===== src/design/mcwg_pkg.sv =====
`timescale 1ns / 1ps
// ----------------------------------------------------------------------------
// mcwg_pkg
// Shared types and constants of the motion command watchdog gate.
// ----------------------------------------------------------------------------
package mcwg_pkg;

  localparam int unsigned NumLanes  = 3;
  localparam int unsigned LaneVx    = 0;
  localparam int unsigned LaneVy    = 1;
  localparam int unsigned LaneYaw   = 2;

  localparam int unsigned CfgIdxW   = 3;
  localparam int unsigned CfgDataW  = 32;
  localparam int unsigned LimitW    = 15;
  localparam int unsigned SpeedW    = 16;
  localparam int unsigned TimeW     = 32;

  localparam logic [CfgIdxW-1:0] CFG_MAX_VX   = 3'd0;
  localparam logic [CfgIdxW-1:0] CFG_MAX_VY   = 3'd1;
  localparam logic [CfgIdxW-1:0] CFG_MAX_YAW  = 3'd2;
  localparam logic [CfgIdxW-1:0] CFG_DEADBAND = 3'd3;
  localparam logic [CfgIdxW-1:0] CFG_WD_PER   = 3'd4;

  localparam logic [LimitW-1:0] RST_MAX_VX   = 15'd4096;
  localparam logic [LimitW-1:0] RST_MAX_VY   = 15'd2048;
  localparam logic [LimitW-1:0] RST_MAX_YAW  = 15'd4096;
  localparam logic [LimitW-1:0] RST_DEADBAND = 15'd0;
  localparam logic [TimeW-1:0]  RST_WD_PER   = 32'd500;

  typedef enum logic [1:0] {
    ACT_NONE = 2'd0,
    ACT_MOVE = 2'd1,
    ACT_STOP = 2'd2
  } action_e;

  typedef enum logic [2:0] {
    RSN_IDLE     = 3'd0,
    RSN_INVALID  = 3'd1,
    RSN_RANGE    = 3'd2,
    RSN_ZERO     = 3'd3,
    RSN_TARGET   = 3'd4,
    RSN_BAD_TIME = 3'd5,
    RSN_TIMEOUT  = 3'd6,
    RSN_PERIODIC = 3'd7
  } reason_e;

  // per-axis findings of one lane
  typedef struct packed {
    logic                     over;
    logic                     zero;
    logic signed [SpeedW-1:0] value;
  } lane_res_t;

  typedef struct packed {
    action_e                  action;
    logic signed [SpeedW-1:0] out_vx;
    logic signed [SpeedW-1:0] out_vy;
    logic signed [SpeedW-1:0] out_yaw;
    reason_e                  reason_code;
  } out_item_t;

endpackage


===== src/design/mcwg_if.sv =====
`timescale 1ns / 1ps
// ----------------------------------------------------------------------------
// mcwg_if
// Channel interfaces: command/tick input, result output, register writes.
// ----------------------------------------------------------------------------
interface mcwg_in_if;
  logic               valid;
  logic               ready;
  logic               kind;
  logic               format_error;
  logic signed [15:0] cmd_vx;
  logic signed [15:0] cmd_vy;
  logic signed [15:0] cmd_yaw;
  logic [31:0]        now;

  modport source (output valid, kind, format_error, cmd_vx, cmd_vy, cmd_yaw, now,
                  input ready);
  modport sink (input valid, kind, format_error, cmd_vx, cmd_vy, cmd_yaw, now,
                output ready);
endinterface

interface mcwg_out_if;
  logic               valid;
  logic               ready;
  logic [1:0]         action;
  logic signed [15:0] out_vx;
  logic signed [15:0] out_vy;
  logic signed [15:0] out_yaw;
  logic [2:0]         reason_code;

  modport source (output valid, action, out_vx, out_vy, out_yaw, reason_code,
                  input ready);
  modport sink (input valid, action, out_vx, out_vy, out_yaw, reason_code,
                output ready);
endinterface

interface mcwg_cfg_if;
  logic        valid;
  logic        ready;
  logic [2:0]  index;
  logic [31:0] data;

  modport source (output valid, index, data, input ready);
  modport sink (input valid, index, data, output ready);
endinterface


===== src/design/motion_command_watchdog_gate_core.sv =====
`timescale 1ns / 1ps
// ----------------------------------------------------------------------------
// motion_command_watchdog_gate_core
// Velocity command gate with limit, deadband and watchdog checks.
// ----------------------------------------------------------------------------
// One transaction is taken every clock cycle while input is not stalled, and
// each gives exactly one registered result. Three axis lanes check limit
// and deadband in parallel and a merge stage decides the action and updates
// the target in the same cycle; a two-entry output buffer (register plus
// skid entry) lets input keep flowing while a result waits, and input stalls
// only when both entries are held. Register writes are always ready.
module motion_command_watchdog_gate_core (
  input  logic  clk_i,
  input  logic  rst_ni,
  mcwg_in_if.sink    in_i,
  mcwg_out_if.source out_o,
  mcwg_cfg_if.sink   cfg_i
);
  import mcwg_pkg::*;

  logic [LimitW-1:0]        max_vx_q, max_vy_q, max_yaw_q, deadband_q;
  logic [TimeW-1:0]         wd_period_q;
  logic                     cfg_fire;
  logic                     accept;
  logic                     in_ready;
  logic signed [SpeedW-1:0] lane_cmd   [NumLanes];
  logic [LimitW-1:0]        lane_limit [NumLanes];
  lane_res_t                lane_res   [NumLanes];
  out_item_t                item;

  assign cfg_i.ready = 1'b1;
  assign cfg_fire    = cfg_i.valid;

  always_ff @(posedge clk_i or negedge rst_ni) begin
    if (!rst_ni) begin
      max_vx_q    <= RST_MAX_VX;
      max_vy_q    <= RST_MAX_VY;
      max_yaw_q   <= RST_MAX_YAW;
      deadband_q  <= RST_DEADBAND;
      wd_period_q <= RST_WD_PER;
    end else if (cfg_fire) begin
      unique case (cfg_i.index)
        CFG_MAX_VX:   max_vx_q    <= cfg_i.data[LimitW-1:0];
        CFG_MAX_VY:   max_vy_q    <= cfg_i.data[LimitW-1:0];
        CFG_MAX_YAW:  max_yaw_q   <= cfg_i.data[LimitW-1:0];
        CFG_DEADBAND: deadband_q  <= cfg_i.data[LimitW-1:0];
        CFG_WD_PER:   wd_period_q <= cfg_i.data[TimeW-1:0];
        default: ;
      endcase
    end
  end

  assign lane_cmd[LaneVx]    = in_i.cmd_vx;
  assign lane_cmd[LaneVy]    = in_i.cmd_vy;
  assign lane_cmd[LaneYaw]   = in_i.cmd_yaw;
  assign lane_limit[LaneVx]  = max_vx_q;
  assign lane_limit[LaneVy]  = max_vy_q;
  assign lane_limit[LaneYaw] = max_yaw_q;

  for (genvar g = 0; g < NumLanes; g++) begin : g_lane
    mcwg_axis_lane u_lane (
      .cmd_i      (lane_cmd[g]),
      .limit_i    (lane_limit[g]),
      .deadband_i (deadband_q),
      .res_o      (lane_res[g])
    );
  end

  assign accept     = in_i.valid & in_ready;
  assign in_i.ready = in_ready;

  mcwg_merge u_merge (
    .clk_i          (clk_i),
    .rst_ni         (rst_ni),
    .accept_i       (accept),
    .kind_i         (in_i.kind),
    .format_error_i (in_i.format_error),
    .now_i          (in_i.now),
    .lane_i         (lane_res),
    .wd_period_i    (wd_period_q),
    .out_ready_i    (out_o.ready),
    .in_ready_o     (in_ready),
    .out_valid_o    (out_o.valid),
    .out_item_o     (item)
  );

  assign out_o.action      = item.action;
  assign out_o.out_vx      = item.out_vx;
  assign out_o.out_vy      = item.out_vy;
  assign out_o.out_yaw     = item.out_yaw;
  assign out_o.reason_code = item.reason_code;

endmodule


===== src/design/mcwg_axis_lane.sv =====
`timescale 1ns / 1ps
// ----------------------------------------------------------------------------
// mcwg_axis_lane
// One axis: magnitude, limit check and deadband.
// ----------------------------------------------------------------------------
module mcwg_axis_lane (
  input  logic signed [mcwg_pkg::SpeedW-1:0] cmd_i,
  input  logic [mcwg_pkg::LimitW-1:0]        limit_i,
  input  logic [mcwg_pkg::LimitW-1:0]        deadband_i,
  output mcwg_pkg::lane_res_t                res_o
);
  import mcwg_pkg::*;

  logic [SpeedW-1:0] mag;
  logic              in_band;

  // most negative input gives 0x8000, which is the right unsigned magnitude
  assign mag     = cmd_i[SpeedW-1] ? (~cmd_i + 1'b1) : cmd_i;
  assign in_band = mag <= {1'b0, deadband_i};

  assign res_o.over  = mag > {1'b0, limit_i};
  assign res_o.zero  = in_band;
  assign res_o.value = in_band ? '0 : cmd_i;

endmodule


===== src/design/mcwg_merge.sv =====
`timescale 1ns / 1ps
// ----------------------------------------------------------------------------
// mcwg_merge
// Combines lane findings, keeps target and watchdog state, buffers results.
// ----------------------------------------------------------------------------
module mcwg_merge (
  input  logic                       clk_i,
  input  logic                       rst_ni,
  input  logic                       accept_i,
  input  logic                       kind_i,
  input  logic                       format_error_i,
  input  logic [mcwg_pkg::TimeW-1:0] now_i,
  input  mcwg_pkg::lane_res_t        lane_i [mcwg_pkg::NumLanes],
  input  logic [mcwg_pkg::TimeW-1:0] wd_period_i,
  input  logic                       out_ready_i,
  output logic                       in_ready_o,
  output logic                       out_valid_o,
  output mcwg_pkg::out_item_t        out_item_o
);
  import mcwg_pkg::*;

  logic                     active_q, active_d;
  logic signed [SpeedW-1:0] tgt_vx_q, tgt_vy_q, tgt_yaw_q;
  logic signed [SpeedW-1:0] tgt_vx_d, tgt_vy_d, tgt_yaw_d;
  logic [TimeW-1:0]         last_q, last_d;
  out_item_t                res;
  out_item_t                o_q, s_q;
  logic                     o_valid_q, s_valid_q;
  logic                     o_fire;
  logic                     any_over, all_zero;
  logic [TimeW-1:0]         age;

  assign any_over = lane_i[LaneVx].over | lane_i[LaneVy].over | lane_i[LaneYaw].over;
  assign all_zero = lane_i[LaneVx].zero & lane_i[LaneVy].zero & lane_i[LaneYaw].zero;
  assign age      = now_i - last_q;

  always_comb begin
    res       = '{action: ACT_STOP, out_vx: '0, out_vy: '0, out_yaw: '0,
                  reason_code: RSN_IDLE};
    active_d  = active_q;
    tgt_vx_d  = tgt_vx_q;
    tgt_vy_d  = tgt_vy_q;
    tgt_yaw_d = tgt_yaw_q;
    last_d    = last_q;
    if (!kind_i) begin
      if (format_error_i) begin
        res.reason_code = RSN_INVALID;
      end else if (any_over) begin
        res.reason_code = RSN_RANGE;
      end else if (all_zero) begin
        res.reason_code = RSN_ZERO;
      end else begin
        res.action      = ACT_NONE;
        res.reason_code = RSN_TARGET;
        res.out_vx      = lane_i[LaneVx].value;
        res.out_vy      = lane_i[LaneVy].value;
        res.out_yaw     = lane_i[LaneYaw].value;
      end
    end else if (!active_q) begin
      res.action = ACT_NONE;
    end else if (now_i < last_q) begin
      res.reason_code = RSN_BAD_TIME;
    end else if (age >= wd_period_i) begin
      res.reason_code = RSN_TIMEOUT;
    end else begin
      res.action      = ACT_MOVE;
      res.reason_code = RSN_PERIODIC;
      res.out_vx      = tgt_vx_q;
      res.out_vy      = tgt_vy_q;
      res.out_yaw     = tgt_yaw_q;
    end

    if (res.action == ACT_STOP) begin
      active_d  = 1'b0;
      tgt_vx_d  = '0;
      tgt_vy_d  = '0;
      tgt_yaw_d = '0;
    end else if (res.reason_code == RSN_TARGET) begin
      active_d  = 1'b1;
      tgt_vx_d  = res.out_vx;
      tgt_vy_d  = res.out_vy;
      tgt_yaw_d = res.out_yaw;
      last_d    = now_i;
    end
  end

  always_ff @(posedge clk_i or negedge rst_ni) begin
    if (!rst_ni) begin
      active_q  <= 1'b0;
      tgt_vx_q  <= '0;
      tgt_vy_q  <= '0;
      tgt_yaw_q <= '0;
      last_q    <= '0;
    end else if (accept_i) begin
      active_q  <= active_d;
      tgt_vx_q  <= tgt_vx_d;
      tgt_vy_q  <= tgt_vy_d;
      tgt_yaw_q <= tgt_yaw_d;
      last_q    <= last_d;
    end
  end

  // output register plus skid entry
  assign o_fire     = o_valid_q & out_ready_i;
  assign in_ready_o = ~s_valid_q;

  always_ff @(posedge clk_i or negedge rst_ni) begin
    if (!rst_ni) begin
      o_valid_q <= 1'b0;
      s_valid_q <= 1'b0;
    end else if (accept_i) begin
      if (!o_valid_q || o_fire) begin
        o_valid_q <= 1'b1;
      end else begin
        s_valid_q <= 1'b1;
      end
    end else if (o_fire) begin
      o_valid_q <= s_valid_q;
      s_valid_q <= 1'b0;
    end
  end

  always_ff @(posedge clk_i) begin
    if (accept_i) begin
      if (!o_valid_q || o_fire) begin
        o_q <= res;
      end else begin
        s_q <= res;
      end
    end else if (o_fire && s_valid_q) begin
      o_q <= s_q;
    end
  end

  assign out_valid_o = o_valid_q;
  assign out_item_o  = o_q;

`ifndef SYNTHESIS
  a_stop_zero: assert property (@(posedge clk_i) disable iff (!rst_ni)
    (o_valid_q && o_q.action == ACT_STOP) |->
      (o_q.out_vx == '0 && o_q.out_vy == '0 && o_q.out_yaw == '0))
    else $error("stop result with nonzero speed");
  a_stop_clears: assert property (@(posedge clk_i) disable iff (!rst_ni)
    (accept_i && res.action == ACT_STOP) |=> !active_q)
    else $error("gate still active after stop");
  a_active_target: assert property (@(posedge clk_i) disable iff (!rst_ni)
    active_q |-> (tgt_vx_q != '0 || tgt_vy_q != '0 || tgt_yaw_q != '0))
    else $error("active gate with all-zero target");
  a_idle_tick: assert property (@(posedge clk_i) disable iff (!rst_ni)
    (accept_i && kind_i && !active_q) |-> (res.action == ACT_NONE &&
      res.reason_code == RSN_IDLE))
    else $error("tick while inactive did not report idle");
  a_skid_only_when_full: assert property (@(posedge clk_i) disable iff (!rst_ni)
    s_valid_q |-> o_valid_q)
    else $error("skid entry holds data while output register is empty");
`endif

endmodule


===== src/flat_wrapper.sv =====
// flat-port wrapper written by rule: the top's interface ports become plain ports
module motion_command_watchdog_gate_core_flat import mcwg_pkg::*;
  (clk_i, rst_ni, in_i_valid, in_i_kind, in_i_format_error, in_i_cmd_vx, in_i_cmd_vy, in_i_cmd_yaw, in_i_now, in_i_ready, out_o_valid, out_o_action, out_o_out_vx, out_o_out_vy, out_o_out_yaw, out_o_reason_code, out_o_ready, cfg_i_valid, cfg_i_index, cfg_i_data, cfg_i_ready);
  mcwg_in_if in_i_i ();
  mcwg_out_if out_o_i ();
  mcwg_cfg_if cfg_i_i ();
  input  logic clk_i;
  input  logic rst_ni;
  input wire logic [$bits(in_i_i.valid)-1:0] in_i_valid;
  input wire logic [$bits(in_i_i.kind)-1:0] in_i_kind;
  input wire logic [$bits(in_i_i.format_error)-1:0] in_i_format_error;
  input wire logic [$bits(in_i_i.cmd_vx)-1:0] in_i_cmd_vx;
  input wire logic [$bits(in_i_i.cmd_vy)-1:0] in_i_cmd_vy;
  input wire logic [$bits(in_i_i.cmd_yaw)-1:0] in_i_cmd_yaw;
  input wire logic [$bits(in_i_i.now)-1:0] in_i_now;
  output wire logic [$bits(in_i_i.ready)-1:0] in_i_ready;
  output wire logic [$bits(out_o_i.valid)-1:0] out_o_valid;
  output wire logic [$bits(out_o_i.action)-1:0] out_o_action;
  output wire logic [$bits(out_o_i.out_vx)-1:0] out_o_out_vx;
  output wire logic [$bits(out_o_i.out_vy)-1:0] out_o_out_vy;
  output wire logic [$bits(out_o_i.out_yaw)-1:0] out_o_out_yaw;
  output wire logic [$bits(out_o_i.reason_code)-1:0] out_o_reason_code;
  input wire logic [$bits(out_o_i.ready)-1:0] out_o_ready;
  input wire logic [$bits(cfg_i_i.valid)-1:0] cfg_i_valid;
  input wire logic [$bits(cfg_i_i.index)-1:0] cfg_i_index;
  input wire logic [$bits(cfg_i_i.data)-1:0] cfg_i_data;
  output wire logic [$bits(cfg_i_i.ready)-1:0] cfg_i_ready;
  assign in_i_i.valid = in_i_valid;
  assign in_i_i.kind = in_i_kind;
  assign in_i_i.format_error = in_i_format_error;
  assign in_i_i.cmd_vx = in_i_cmd_vx;
  assign in_i_i.cmd_vy = in_i_cmd_vy;
  assign in_i_i.cmd_yaw = in_i_cmd_yaw;
  assign in_i_i.now = in_i_now;
  assign in_i_ready = in_i_i.ready;
  assign out_o_valid = out_o_i.valid;
  assign out_o_action = out_o_i.action;
  assign out_o_out_vx = out_o_i.out_vx;
  assign out_o_out_vy = out_o_i.out_vy;
  assign out_o_out_yaw = out_o_i.out_yaw;
  assign out_o_reason_code = out_o_i.reason_code;
  assign out_o_i.ready = out_o_ready;
  assign cfg_i_i.valid = cfg_i_valid;
  assign cfg_i_i.index = cfg_i_index;
  assign cfg_i_i.data = cfg_i_data;
  assign cfg_i_ready = cfg_i_i.ready;
  motion_command_watchdog_gate_core u_core (.clk_i(clk_i), .rst_ni(rst_ni), .in_i(in_i_i), .out_o(out_o_i), .cfg_i(cfg_i_i));
endmodule

===== config.mk =====
export PLATFORM = sky130hd
export DESIGN_NAME = motion_command_watchdog_gate_core_flat
export DESIGN_NICKNAME = d
export VERILOG_FILES = /design/src/design/mcwg_pkg.sv /design/src/design/mcwg_if.sv /design/src/design/motion_command_watchdog_gate_core.sv /design/src/design/mcwg_axis_lane.sv /design/src/design/mcwg_merge.sv /design/src/flat_wrapper.sv
export SDC_FILE = /design/constraint.sdc
export NUM_CORES = 1
export LEC_CHECK = 0
export ABC_AREA = 1
export ABC_CLOCK_PERIOD_IN_PS = 10350
export BUFFER_PORTS_ARGS = -buffer_cell sky130_fd_sc_hd__buf_2
export CORE_MARGIN = 5
export CORE_UTILIZATION = 40
export CTS_CLUSTER_DIAMETER = 60
export DETAILED_ROUTE_END_ITERATION = 8
export PLACE_DENSITY = 0.6
export SLEW_MARGIN = 20
export SYNTH_ARGS = -nofsm -noshare
export SYNTH_HDL_FRONTEND = slang
export SYNTH_SLANG_ARGS = --single-unit

===== constraint.sdc =====
create_clock -name clk_i -period 10.35 [get_ports clk_i]
set_input_delay 2.07 -clock clk_i [delete_from_list [all_inputs] [get_ports clk_i]]
set_output_delay 2.07 -clock clk_i [all_outputs]
set_load 0.005 [all_outputs]

# Word level (Yosys, flattened, before mapping)

Cells that the tools add are included.

Register bits after elaboration: 281
Output and inout bits: 56
Logic and storage cells: 108
ROM bits: 0
Bits in latches: 0
Memory bits (writable): 0
Memories: 0

Add/sub/neg operators: 4
Bitwise operators: 12
Order comparisons: 8
Shifts and indexed selects: 0
Multipliers: 0
Reductions and logical operators: 18
Mux-type cells: 36
Div/mod/pow operators: 0
Equality and inequality tests: 8

Operator list:

| cell                    | count |
|---|---|
| $mux W50                | 5 |
| $mux W53                | 4 |
| $mux W16                | 12 |
| $mux W51                | 1 |
| $add A16 B1 Y16 const B | 3 |
| $gt A16 B15 Y1          | 3 |
| $le A16 B15 Y1          | 3 |
| $not A16 Y16            | 3 |
| $ge A32 B32 Y1          | 1 |
| $lt A32 B32 Y1          | 1 |
| $sub A32 B32 Y32        | 1 |
| $reduce_and A2 Y1       | 10 |
| $mux W1                 | 9 |
| $mux W3                 | 3 |
| $eq A3 B2 Y1 const B    | 2 |
| $eq A3 B3 Y1 const B    | 2 |
| $reduce_bool A2 Y1      | 3 |
| $and A1 B1 Y1           | 4 |
| $mux W2                 | 2 |
| $ne A2 B2 Y1 const B    | 2 |
| $eq A3 B1 Y1 const B    | 1 |
| $logic_not A3 Y1        | 1 |
| $not A1 Y1              | 3 |
| $reduce_and A3 Y1       | 1 |
| 5 further kinds         | 6 |

# Longest topological paths before layout

Gate-level depths: netlist (run 1).

Depth after elaboration: 13
Depth in mapped cells: 31

# Modules after synthesis

Synthesis (run 1) repeated with hierarchy kept, for this count alone.

Cell total of the unflattened synthesis: 2,258
Area, all modules: 18,077.3 µm²

By module, submodules not included:

| module                                       | area an instance (µm²) | seq. area each (µm²) | times used | cells an instance |
|---|---|---|---|---|
| mcwg_merge                                   | 10,287.4               | 5,260.0              | 1          | 1,199 |
| motion_command_watchdog_gate_core            | 3,749.8                | 2,313.5              | 1          | 414 |
| mcwg_axis_lane (u_core.g_lane[0].u_lane ...) | 1,357.6                | 0.0                  | 2          | 214 |
| mcwg_axis_lane (u_core.g_lane[2].u_lane)     | 1,325.0                | 0.0                  | 1          | 217 |

# Worst setup path after synthesis (run 1)

No wires, ideal clock.

Path type: input-to-reg
Start point: input in_i_now[0]
End point: register u_core.u_merge.tgt_vy_q[4]
Stages: 31
Library setup time: 0.116 ns
Data arrival time: 5.243 ns
Path slack: 4.991 ns
Required time: 10.234 ns
Cells stage by stage: inv_1 ha_1 inv_1 fa_1 nand3_1 nand2_1 nand2_1 nand3_2 nand3_1 nand2_1 nand2_1 nand2_1 nand2_1 nand2_1 nand3_1 nand2_1 xor2_1 ha_1 nand2_1 nor2_1 nand2_1 nor3_1 nand4_1 nand4_1 nand2_1 nand2_1 nand2_1 buf_4 buf_2 nand2_1 nand2_1

Word-level cells in the longest chain between the ends: 9
Elaborated cells between the ends (all ways): 16
Classes of those cells: add/sub (1); order compare (2); eq/ne (2); mux (9); reduce/logical (2)

Ends and longest elaborated chain:

| what                                         | RTL line                           | RTL |
|---|---|---|
| start, declared                              | flat_wrapper.sv:15                 | `input wire logic [$bits(in_i_i.now)-1:0] in_i_now;` |
| $sub A32 B32 Y32                             | mcwg_merge.sv:35                   | `assign age = now_i - last_q;` |
| $ge A32 B32 Y1                               | mcwg_merge.sv:63                   | `end else if (age >= wd_period_i) begin` |
| $mux W1 or $mux W50 (tied branches)          | mcwg_merge.sv:63                   |  |
| $mux W2 or $mux W50 (tied branches)          | mcwg_merge.sv:61                   | `end else if (now_i < last_q) begin` |
| $mux W51 or $mux W2 (tied branches)          | mcwg_merge.sv:59                   | `end else if (!active_q) begin` |
| $mux W53 (*)                                 | mcwg_merge.sv:45                   | `if (!kind_i) begin` |
| $eq A3 B3 Y1 or $eq A2 B2 Y1 (tied branches) | mcwg_merge.sv:78, mcwg_merge.sv:73 |  |
| $reduce_bool A2 Y1 (no source line)          | n/a                                |  |
| $reduce_and A2 Y1 (no source line)           | n/a                                |  |
| end signal, assigned                         | mcwg_merge.sv:97                   | `tgt_vy_q <= tgt_vy_d;` |
| end, declared                                | mcwg_merge.sv:23                   | `logic signed [SpeedW-1:0] tgt_vx_q, tgt_vy_q, tgt_yaw_q;` |

Mark *: on every way between the ends. The rest lies on a longest branch, timed or not. The select of a mux whose other input is x is not followed.
A chain may end at the register's enable or synchronous reset.

# Final worst setup path (run 1)

Start point: input in_i_cmd_yaw[0]
End point: register u_core.u_merge.last_q[31]

Word-level cells in the longest chain between the ends: 12
Elaborated cells between the ends (all ways): 18
Classes of those cells: add/sub (1); order compare (2); eq/ne (2); mux (8); bitwise (4); reduce/logical (1)

Ends and longest elaborated chain:

| what                                   | RTL line             | RTL |
|---|---|---|
| start, declared                        | flat_wrapper.sv:14   | `input wire logic [$bits(in_i_i.cmd_yaw)-1:0] in_i_cmd_yaw;` |
| $not A16 Y16                           | mcwg_axis_lane.sv:18 | `assign mag = cmd_i[SpeedW-1] ? (~cmd_i + 1'b1) : cmd_i;` |
| $add A16 B1 Y16                        | mcwg_axis_lane.sv:18 |  |
| $mux W16 (*)                           | mcwg_axis_lane.sv:18 |  |
| $le A16 B15 Y1                         | mcwg_axis_lane.sv:19 | `assign in_band = mag <= {1'b0, deadband_i};` |
| $and A1 B1 Y1                          | mcwg_merge.sv:34     | `assign all_zero = lane_i[LaneVx].zero & lane_i[LaneVy].zero & lane_i[LaneYaw].zero;` |
| $mux W50                               | mcwg_merge.sv:50     | `end else if (all_zero) begin` |
| $mux W50                               | mcwg_merge.sv:48     | `end else if (any_over) begin` |
| $mux W50                               | mcwg_merge.sv:46     | `if (format_error_i) begin` |
| $mux W53 (*)                           | mcwg_merge.sv:45     |  |
| $eq A2 B2 Y1                           | mcwg_merge.sv:73     | `if (res.action == ACT_STOP) begin` |
| $not A1 Y1 (no source line)            | n/a                  |  |
| $reduce_and A3 Y1 (no source line) (*) | n/a                  |  |
| end signal, assigned                   | mcwg_merge.sv:99     | `last_q <= last_d;` |
| end, declared                          | mcwg_merge.sv:25     | `logic [TimeW-1:0] last_q, last_d;` |

Mark *: on every way between the ends. The rest lies on a longest branch, timed or not.

==> results of run 1 <==
per-layer routing:
layer,track usage (%),vias up
met1,24.8,6363
met2,32.4,308
met4,4.90,2
met3,3.40,69
met5,0,-
li1,-,7014
how the worst min path moves through the flow:
stage                                                         from                                        to  slack [ns]  cells past startpoint
after CTS                  u_core.u_merge.tgt_yaw_q[1]$_DFFE_PN0P_   u_core.u_merge.tgt_yaw_q[1]$_DFFE_PN0P_        0.48                      2
after global placement    u_core.u_merge.tgt_yaw_q[13]$_DFFE_PN0P_  u_core.u_merge.tgt_yaw_q[13]$_DFFE_PN0P_        0.46                      2
after global routing        u_core.u_merge.tgt_vy_q[9]$_DFFE_PN0P_    u_core.u_merge.tgt_vy_q[9]$_DFFE_PN0P_        0.50                      2
final                      u_core.u_merge.tgt_yaw_q[1]$_DFFE_PN0P_   u_core.u_merge.tgt_yaw_q[1]$_DFFE_PN0P_        0.48                      2
after detailed placement    u_core.u_merge.tgt_vy_q[9]$_DFFE_PN0P_    u_core.u_merge.tgt_vy_q[9]$_DFFE_PN0P_        0.46                      2
after floorplan             u_core.u_merge.tgt_vy_q[4]$_DFFE_PN0P_    u_core.u_merge.tgt_vy_q[4]$_DFFE_PN0P_        0.45                      2
cell type report:
class                   count  share of cell area (%)
clock buffers              49                    5.27
well taps                 539                    3.45
clock inverters            15                   0.717
multi-input cells        1469                    41.9
repair buffers            187                    5.08
diodes                      1                  0.0128
flip-flops and latches    281                    38.8
inverters                 250                    4.80
power by group through the flow:
stage               Combinational, mW  Clock (mW)  Sequential [mW]
floorplan                        1.07           0             1.53
global placement                 1.50           0             1.53
detailed placement               1.53           0             1.54
CTS                              1.55        1.26             1.52
global route                     1.77        1.30             1.54
finish                           1.52        1.22             1.51
registers in the layout, summed over array words and instances (netlist names):
register	flops
u_core.u_merge.tgt_vx_q	16
u_core.deadband_q	15
u_core.u_merge.out_item_o	53
u_core.max_yaw_q	15
u_core.u_merge.s_q	53
u_core.wd_period_q	32
u_core.u_merge.tgt_vy_q	16
u_core.max_vy_q	15
u_core.u_merge.s_valid_q	1
u_core.u_merge.last_q	32
u_core.u_merge.tgt_yaw_q	16
u_core.u_merge.active_q	1
u_core.max_vx_q	15
u_core.u_merge.out_valid_o	1
critical path, cell delays in order:
cell and delay, ns:
buf_2 0.11, inv_1 0.19, ha_1 0.23, nand4_1 0.16, o41ai_1 0.47, nand2_1 0.12
xor2_1 0.20, ha_1 0.31, nand3_1 0.09, nor3b_1 0.20, nand2_1 0.10, inv_1 0.06
nand2_1 0.07, a21oi_4 0.44, nor2_2 0.11, inv_2 0.09, nand3_4 0.11, nor2_4 0.71
buf_4 0.79, o21ai_0 0.18
logic make-up after synthesis:
logic type / count (synthesis) / synth area share (%)
and+or+nand+nor: 925 / 22.1
other: 1 / 0.0220
AOI/OAI and AO/OA: 316 / 10.6
xor gates and xnor gates: 69 / 3.55
buffers and inverters: 311 / 7.60
adders and majority gates: 158 / 11.7
DFF: 281 / 44.5
per-stage QoR:
| stage | power (mW) | std cells | util, % |
|---|---|---|---|
| final | 4.25 | 2791 | 46.5 |
| after global routing | 4.61 | 2791 | 46.5 |
| after CTS | 4.32 | 2790 | 46.5 |
| after detailed placement | 3.07 | 2726 | 43.7 |
| after global placement | 3.03 | 2725 | 43.6 |
| after floorplan | 2.60 | 2061 | - |
cells in the final DEF (no fill, tap or decap), types with 34 or more instances in the layout:
master / n
inv_1: 240
buf_2: 175
clkbuf_16: 36
a21oi_1: 104
ha_1: 157
nand2_1: 701
o21ai_2: 34
nor2_1: 102
o21ai_0: 120
dfrtp_1: 166
xor2_1: 59
edfxtp_1: 106
nand3_1: 41
==> results.cfg, run 1 <==
[floorplanning]
core_region_area_um2 = 42000
dieArea_um2 = 46800
die_h_um = 216
ioPinCount = 178
start_util_pct = 40.5
die_w_um = 216
fp-row-count = 75

[pwr]
pwr-share-comb_pct = 35.8
netSwitchingFraction_pct = 35.9
power.density_nw_per_um2 = 218
intPower_mw = 2.73
p_sw_mw = 1.53
ir_drop_mv = 0.146
p_clk_share_pct = 28.7
leakagePower_nw = 9.96
seq_power_share_pct = 35.6

[critical_path]
cp.required_ns = 10.72
cp-endpoint = u_core.u_merge.last_q[31]$_DFFE_PN0P_
reg2reg_depth = 24
r2r_slack_ns = 5.72
cp_max_fo = 69
reg2reg_from = u_core.u_merge.last_q[9]$_DFFE_PN0P_
critPathLaunchType = input port
crit_path_end_kind = flip-flop
r2r_end = u_core.u_merge.out_item_o[19]$_DFFE_PP_
startpoint = in_i_cmd_yaw[0]
cp.arrival_ns = 7.01
crit_type = input port to flip-flop

[routing]
routedWlPerCell_um = 16.0
wl_met3_um = 1860
firstDrtPassIters = 5
wl_met1_um = 20100
ant_nets = 0
drc_errors = 0
drt_iter0_markers = 840
vias = 13800
post_drt_via_cell_ratio = 4.93
dr.max_layer_used = met5
routed_wl_um = 44600
wl_met2_um = 21500

[synth]
yosysUniqueCellTypes = 49
synthArstFlopShare_pct = 62.3
synth_area_leaders = dfrtp_1 (24%), edfxtp_1 (19%), nand2_1 (15%), ha_1 (12%), inv_1 (5.3%)
synth_fp_nets = 2341
syn_area_per_cell_um2 = 8.26
syn_area_um2 = 17000
netlist.area_leader.share_pct = 24.4
synth_edf_count = 106
post-synth-top-area-cell = dfrtp_1
syn_inst = 2061
ys_ff_latch = 281
yosys-top-cells-count = nand2_1 (702), inv_1 (242), dfrtp_1 (166)
yosysSeqAreaShare_pct = 44.5
synth_flop_cell = dfrtp_1
yosys.cell_count.top_type = nand2_1
synth_warnings = 0

[clocking]
cts_buffers = 35
cts.path.max_buffers = 3
postCtsSetupBuffers = 0
holdBufCountCts = 0
cts_tree = yes
clk_pin_slew_ns = 0.05
h-tree-depth = 2
cts_resized = 0
insertion_delay_ns = 0.55
cts.sinks = 281
clockRootBuffer = clkbuf_16

[layout]
regArea_um2 = 7570
nets = 2504
syn2layout_area_growth_pct = 14.7
design_area_um2 = 19500
multi_input_area_um2 = 8180
drive_gt1_share_pct = 14.5
nFillCells = 4069

[sta]
tightest_slew_ns = 0.971
setup_slack_ns = 3.70
max_slew_margin_pct = 35.1
rsz0062_at_grt = no
fin_hold_ws_ns = 0.477
skew_ns = 0.0305
timing.final.crit_share_pct = 64.2
setup_viol = 0
min_period_ns = 6.65
finalSetupTns_ns = 0
drv_slew = 0
hold_viol_final = 0
fmax_mhz = 150

[place]
port_buffers = 176
placed_cell_area_um2 = 18400
gp_congestion = 0.879
dp_slack_ns = 3.19
dp_hpwl_um = 33100

[min_path]
hp-class = flip-flop to flip-flop

[grt]
grt_overflow = 0
grt_pass1_wl_um = 71200
grt_max_degree = 103
antenna_found_initial = 2
grt_pass1_vias = 13200
grt_usage_pct = 18.9

[run_status]
status = completed

[job]
maxCapViolCount = 0
(Power assumes the default switching activity.)
==> run 2: changes to the inputs <==
Settings changed: ABC_CLOCK_PERIOD_IN_PS 10350 to 6900.
Clock period 10.35 ns to 6.9 ns, I/O delays scaled along.
==> results.cfg, run 2 (synthesized netlist as in run 1, its figures left out) <==
[routing]
routedWlPerCell_um = 16.7
ant_nets = 0
vias = 14100
drc_errors = 0
routed_wl_um = 46600
post_drt_via_cell_ratio = 5.03
drt_iter0_markers = 830
firstDrtPassIters = 7

[clocking]
cts_tree = yes
cts_resized = 0
holdBufCountCts = 0
h-tree-depth = 2
cts_buffers = 37
clockRootBuffer = clkbuf_16
postCtsSetupBuffers = 0
clk_pin_slew_ns = 0.06
cts.path.max_buffers = 3
insertion_delay_ns = 0.56
cts.sinks = 281

[grt]
grt_max_degree = 124
antenna_found_initial = 1
grt_overflow = 0
grt_usage_pct = 19.8
grt_pass1_wl_um = 75100
grt_pass1_vias = 14300
met1_usage_pct = 25.4
grt_busiest_layer = met2
use_met3_pct = 3.32
gr-usage-met2_pct = 33.7

[floorplanning]
start_util_pct = 40.5
core_region_area_um2 = 42000
die_w_um = 216
dieArea_um2 = 46800
ioPinCount = 178
die_h_um = 216
fp-row-count = 75

[layout]
most-common-layout-cells = nand2_1 (701), inv_1 (240), buf_2 (175)
mostFrequentLayoutCell = nand2_1
nets = 2508
finalNonFillerCells = 2796
final_core_util_pct = 46.6
drive_gt1_share_pct = 14.3
syn2layout_area_growth_pct = 15.0

[min_path]
min_to = u_core.u_merge.tgt_vy_q[10]$_DFFE_PN0P_
hp-start = u_core.u_merge.tgt_vy_q[10]$_DFFE_PN0P_
worstHoldPathCells = 2
hp-class = flip-flop to flip-flop

[critical_path]
critPathSlowestCell = buf_4
r2r_slack_ns = 2.15
cp_max_fo = 50
reg2reg_from = u_core.u_merge.last_q[9]$_DFFE_PN0P_
critPathLaunchType = input port
crit_path_end_kind = flip-flop
cp.arrival_ns = 5.75
reg2reg_depth = 24
crit_type = input port to flip-flop
r2r_end = u_core.u_merge.out_item_o[34]$_DFFE_PP_
cp.required_ns = 7.32
critPathBufInv = 2
max_stage_delay_ns = 0.51
cpLargestDelayFamily = compound AO/OA/AOI/OAI gates
path_common_cell = nand2_1
worstPathCellList = buf_2, ha_1, nand2_1, nor2_1, nand4_1, o21ai_0, a21oi_1, o21ai_0, nand2_1, nand2_1, xor2_1, ha_1, a21oi_1, o21ai_0, nand2_1, nand3_1, a21oi_1, nand3_1, nor2_4, buf_4, nand2_1, o21ai_2, nand2_1, nand2_1

[sta]
max_slew_margin_pct = 33.1
timing.final.crit_share_pct = 77.3
hold_viol_final = 0
setup_slack_ns = 1.57
finalSetupTns_ns = 0
drv_slew = 0
skew_ns = 0.0292
fmax_mhz = 188
min_period_ns = 5.33
tightest_slew_ns = 1.00
rsz0062_at_grt = no
setup_viol = 0

[pwr]
leakagePower_nw = 9.99
power.density_nw_per_um2 = 334
finalPower_mw = 6.54
ir_drop_mv = 0.243

[place]
dp_hpwl_um = 33400
dp_slack_ns = 1.06
gp_congestion = 0.913
dp_cells = 2728
port_buffers = 176

[run_status]
status = completed

[job]
maxCapViolCount = 0
-- run 2: tightest hold or removal path, delay by kind of cell (launching register included) --
kind          cells  cell delay [ns]
simple gates      2             0.10
flops             1             0.34
-- run 2: worst max-delay path by stage --
| stage | end | from | depth (start not counted) | slack, ns |
|---|---|---|---|---|
| finish | u_core.u_merge.out_item_o[34]$_DFFE_PP_ | in_i_now[9] | 24 | 1.57 |
| floorplan | u_core.u_merge.tgt_vy_q[4]$_DFFE_PN0P_ | in_i_now[0] | 31 | 2.23 |
| detailed placement | u_core.u_merge.out_item_o[34]$_DFFE_PP_ | in_i_now[9] | 24 | 1.06 |
| global route | u_core.u_merge.out_item_o[34]$_DFFE_PP_ | in_i_now[12] | 24 | 1.16 |
| global placement | u_core.u_merge.out_item_o[50]$_DFFE_PP_ | in_i_now[9] | 24 | 1.16 |
| CTS | u_core.u_merge.out_item_o[32]$_DFFE_PP_ | in_i_now[9] | 24 | 1.63 |
-- run 2: cell type report --
type                       instances  area (um2)
antenna                            1        2.50
clock buffer                      49         971
clock inverter                    18         234
fill                            4160       22500
inverter                         250         938
multi-input combinational       1469        8180
sequential                       281        7570
tap                              539         674
timing repair buffer             189        1010
-- run 2: where the power goes --
part / internal [mW] / switching (mW) / leakage (nW)
logic: 0.858 / 1.47 / 6.23
registers: 2.15 / 0.125 / 3.17
clock network: 1.19 / 0.753 / 0.583
total: 4.19 / 2.35 / 9.99
-- run 2: per-layer routing --
| metal | up-vias | share of wire, % |
|---|---|---|
| met5 | - | 0 |
| li1 | 7026 | - |
| met1 | 6549 | 44 |
| met3 | 103 | 4.9 |
| met4 | 0 | 3.9 |
| met2 | 380 | 47 |
-- run 2: metrics by stage --
stage	hold slack, ns	area [um2]
2_1_floorplan	0.449	17000
3_3_place_gp	0.461	18400
3_5_place_dp	0.465	18400
4_1_cts	0.480	19600
5_1_grt	0.494	19600
6_report	0.476	19600
==> run 3: changes to the inputs <==
Settings changed: ABC_CLOCK_PERIOD_IN_PS 6900 to 5600.
Clock period 6.9 ns to 5.6 ns, I/O delays scaled along.
==> results.cfg, run 3 (synthesized netlist as in run 1, its figures left out) <==
[floorplanning]
ioPinCount = 178
die_h_um = 216
start_util_pct = 40.5
fp-row-count = 75
die_w_um = 216
dieArea_um2 = 46800
core_region_area_um2 = 42000

[place]
port_buffers = 176
dp_hpwl_um = 33800
dp_slack_ns = 0.395
placed_cell_area_um2 = 18400
gp_congestion = 0.887

[min_path]
hp-class = flip-flop to flip-flop
worstHoldPathCells = 2
min_to = u_core.u_merge.tgt_vx_q[9]$_DFFE_PN0P_
hp-start = u_core.u_merge.tgt_vx_q[9]$_DFFE_PN0P_

[critical_path]
r2r_end = u_core.u_merge.out_item_o[15]$_DFFE_PP_
cp.required_ns = 5.88
critPathBufInv = 4
cp.arrival_ns = 4.89
reg2reg_from = u_core.u_merge.last_q[10]$_DFFE_PN0P_
cpLargestDelayFamily = simple AND/OR/NAND/NOR gates
r2r_slack_ns = 1.34
crit_path_end_kind = flip-flop
crit_type = input port to flip-flop
path_common_cell = nand2_1
critPathLaunchType = input port
critPathSlowestCell = fa_1
reg2reg_depth = 24
cp_max_fo = 50
max_stage_delay_ns = 0.40

[layout]
mostFrequentLayoutCell = nand2_1
regArea_um2 = 7570
nFillCells = 4157
multi_input_area_um2 = 8180
most-common-layout-cells = nand2_1 (701), inv_1 (240), buf_2 (175)
design_area_um2 = 19600
drive_gt1_share_pct = 14.5
syn2layout_area_growth_pct = 14.9
nets = 2508

[clocking]
insertion_delay_ns = 0.55
h-tree-depth = 2
cts_tree = yes
cts.sinks = 281
postCtsSetupBuffers = 0
cts_resized = 0
cts_buffers = 35
clockRootBuffer = clkbuf_16
cts.path.max_buffers = 3
clk_pin_slew_ns = 0.06
holdBufCountCts = 0

[sta]
drv_slew = 0
fin_hold_ws_ns = 0.475
max_slew_margin_pct = 38.8
timing.final.crit_share_pct = 82.3
min_period_ns = 4.61
setup_viol = 0
finalSetupTns_ns = 0
tightest_slew_ns = 0.915
hold_viol_final = 0
fmax_mhz = 217
setup_slack_ns = 0.989
rsz0062_at_grt = no
skew_ns = 0.0202

[pwr]
power.density_nw_per_um2 = 406
ir_drop_mv = 0.261
leakagePower_nw = 9.98
finalPower_mw = 7.94

[routing]
drc_errors = 0
post_drt_via_cell_ratio = 5.04
vias = 14100
ant_nets = 0
routedWlPerCell_um = 16.6
firstDrtPassIters = 5
routed_wl_um = 46400
drt_iter0_markers = 922

[grt]
grt_usage_pct = 19.8
grt_pass1_wl_um = 74700
antenna_found_initial = 1
grt_pass1_vias = 14200
grt_max_degree = 101
grt_overflow = 0

[run_status]
status = completed

[job]
maxCapViolCount = 0
-- run 3: cell types whose count changed in the layout (fill, tap and decap cells not counted), sizes merged --
cell      previous run  this run
clkbuf              49        46
clkinv              10        13
inv                252       249
buf                189       191
bufinv               5         3
clkinvlp             1         2
-- run 3: worst max path at each step --
stage,depth (start not counted),endpoint,start
2_1_floorplan,31,u_core.u_merge.tgt_vy_q[4]$_DFFE_PN0P_,in_i_now[0]
3_3_place_gp,31,u_core.u_merge.out_item_o[15]$_DFFE_PP_,in_i_now[0]
3_5_place_dp,31,u_core.u_merge.out_item_o[15]$_DFFE_PP_,in_i_now[0]
4_1_cts,31,u_core.u_merge.out_item_o[15]$_DFFE_PP_,in_i_now[0]
5_1_grt,31,u_core.u_merge.out_item_o[15]$_DFFE_PP_,in_i_now[0]
6_report,31,u_core.u_merge.out_item_o[15]$_DFFE_PP_,in_i_now[0]
-- run 3: where the power goes --
part,switching [mW],internal [mW],total [mW]
registers,0.148,2.65,2.79
clock network,0.902,1.35,2.26
logic,1.82,1.07,2.89
total,2.87,5.07,7.94
-- run 3: per-layer routing --
layer  up-vias  GRT usage [%]  wire (um)
li1       7013              -          -
met1      6603           25.4      20300
met2       363           34.1      22400
met3        91           2.80       2160
met4         0           7.40       1570
met5         -              0          0
-- run 3: cell type report --
cell class,instances,area share (%)
Sequential cell,281,38.7
Inverter,250,4.79
Clock inverter,17,0.984
Timing Repair Buffer,191,5.36
Tap cell,539,3.45
Antenna cell,1,0.0128
Clock buffer,46,4.89
Multi-Input combinational cell,1469,41.8
-- run 3: worst reg2reg max path, cell delays in order (launching register included) --
cell     delay (ns)
dfrtp_1        0.33
inv_1          0.06
ha_1           0.37
nand2_1        0.11
nor2_1         0.15
nand4_1        0.09
o21ai_0        0.31
a21oi_1        0.15
o21ai_0        0.34
nand2_1        0.09
nand2_1        0.10
xor2_1         0.15
ha_1           0.26
a21oi_1        0.17
o21ai_0        0.12
nand2_1        0.08
nand3_1        0.08
a21oi_1        0.16
nand3_1        0.19
nor2_4         0.14
buf_12         0.26
nand2_1        0.09
nand2_1        0.11
nand2_1        0.06
nand2_1        0.14
-- run 3: per-stage QoR --
| stage | utilization [%] | instances |
|---|---|---|
| final | 46.6 | 2794 |
| after global routing | 46.6 | 2794 |
| after CTS | 46.6 | 2793 |
| after detailed placement | 43.8 | 2730 |
| after global placement | 43.8 | 2730 |
| after floorplan | - | 2061 |
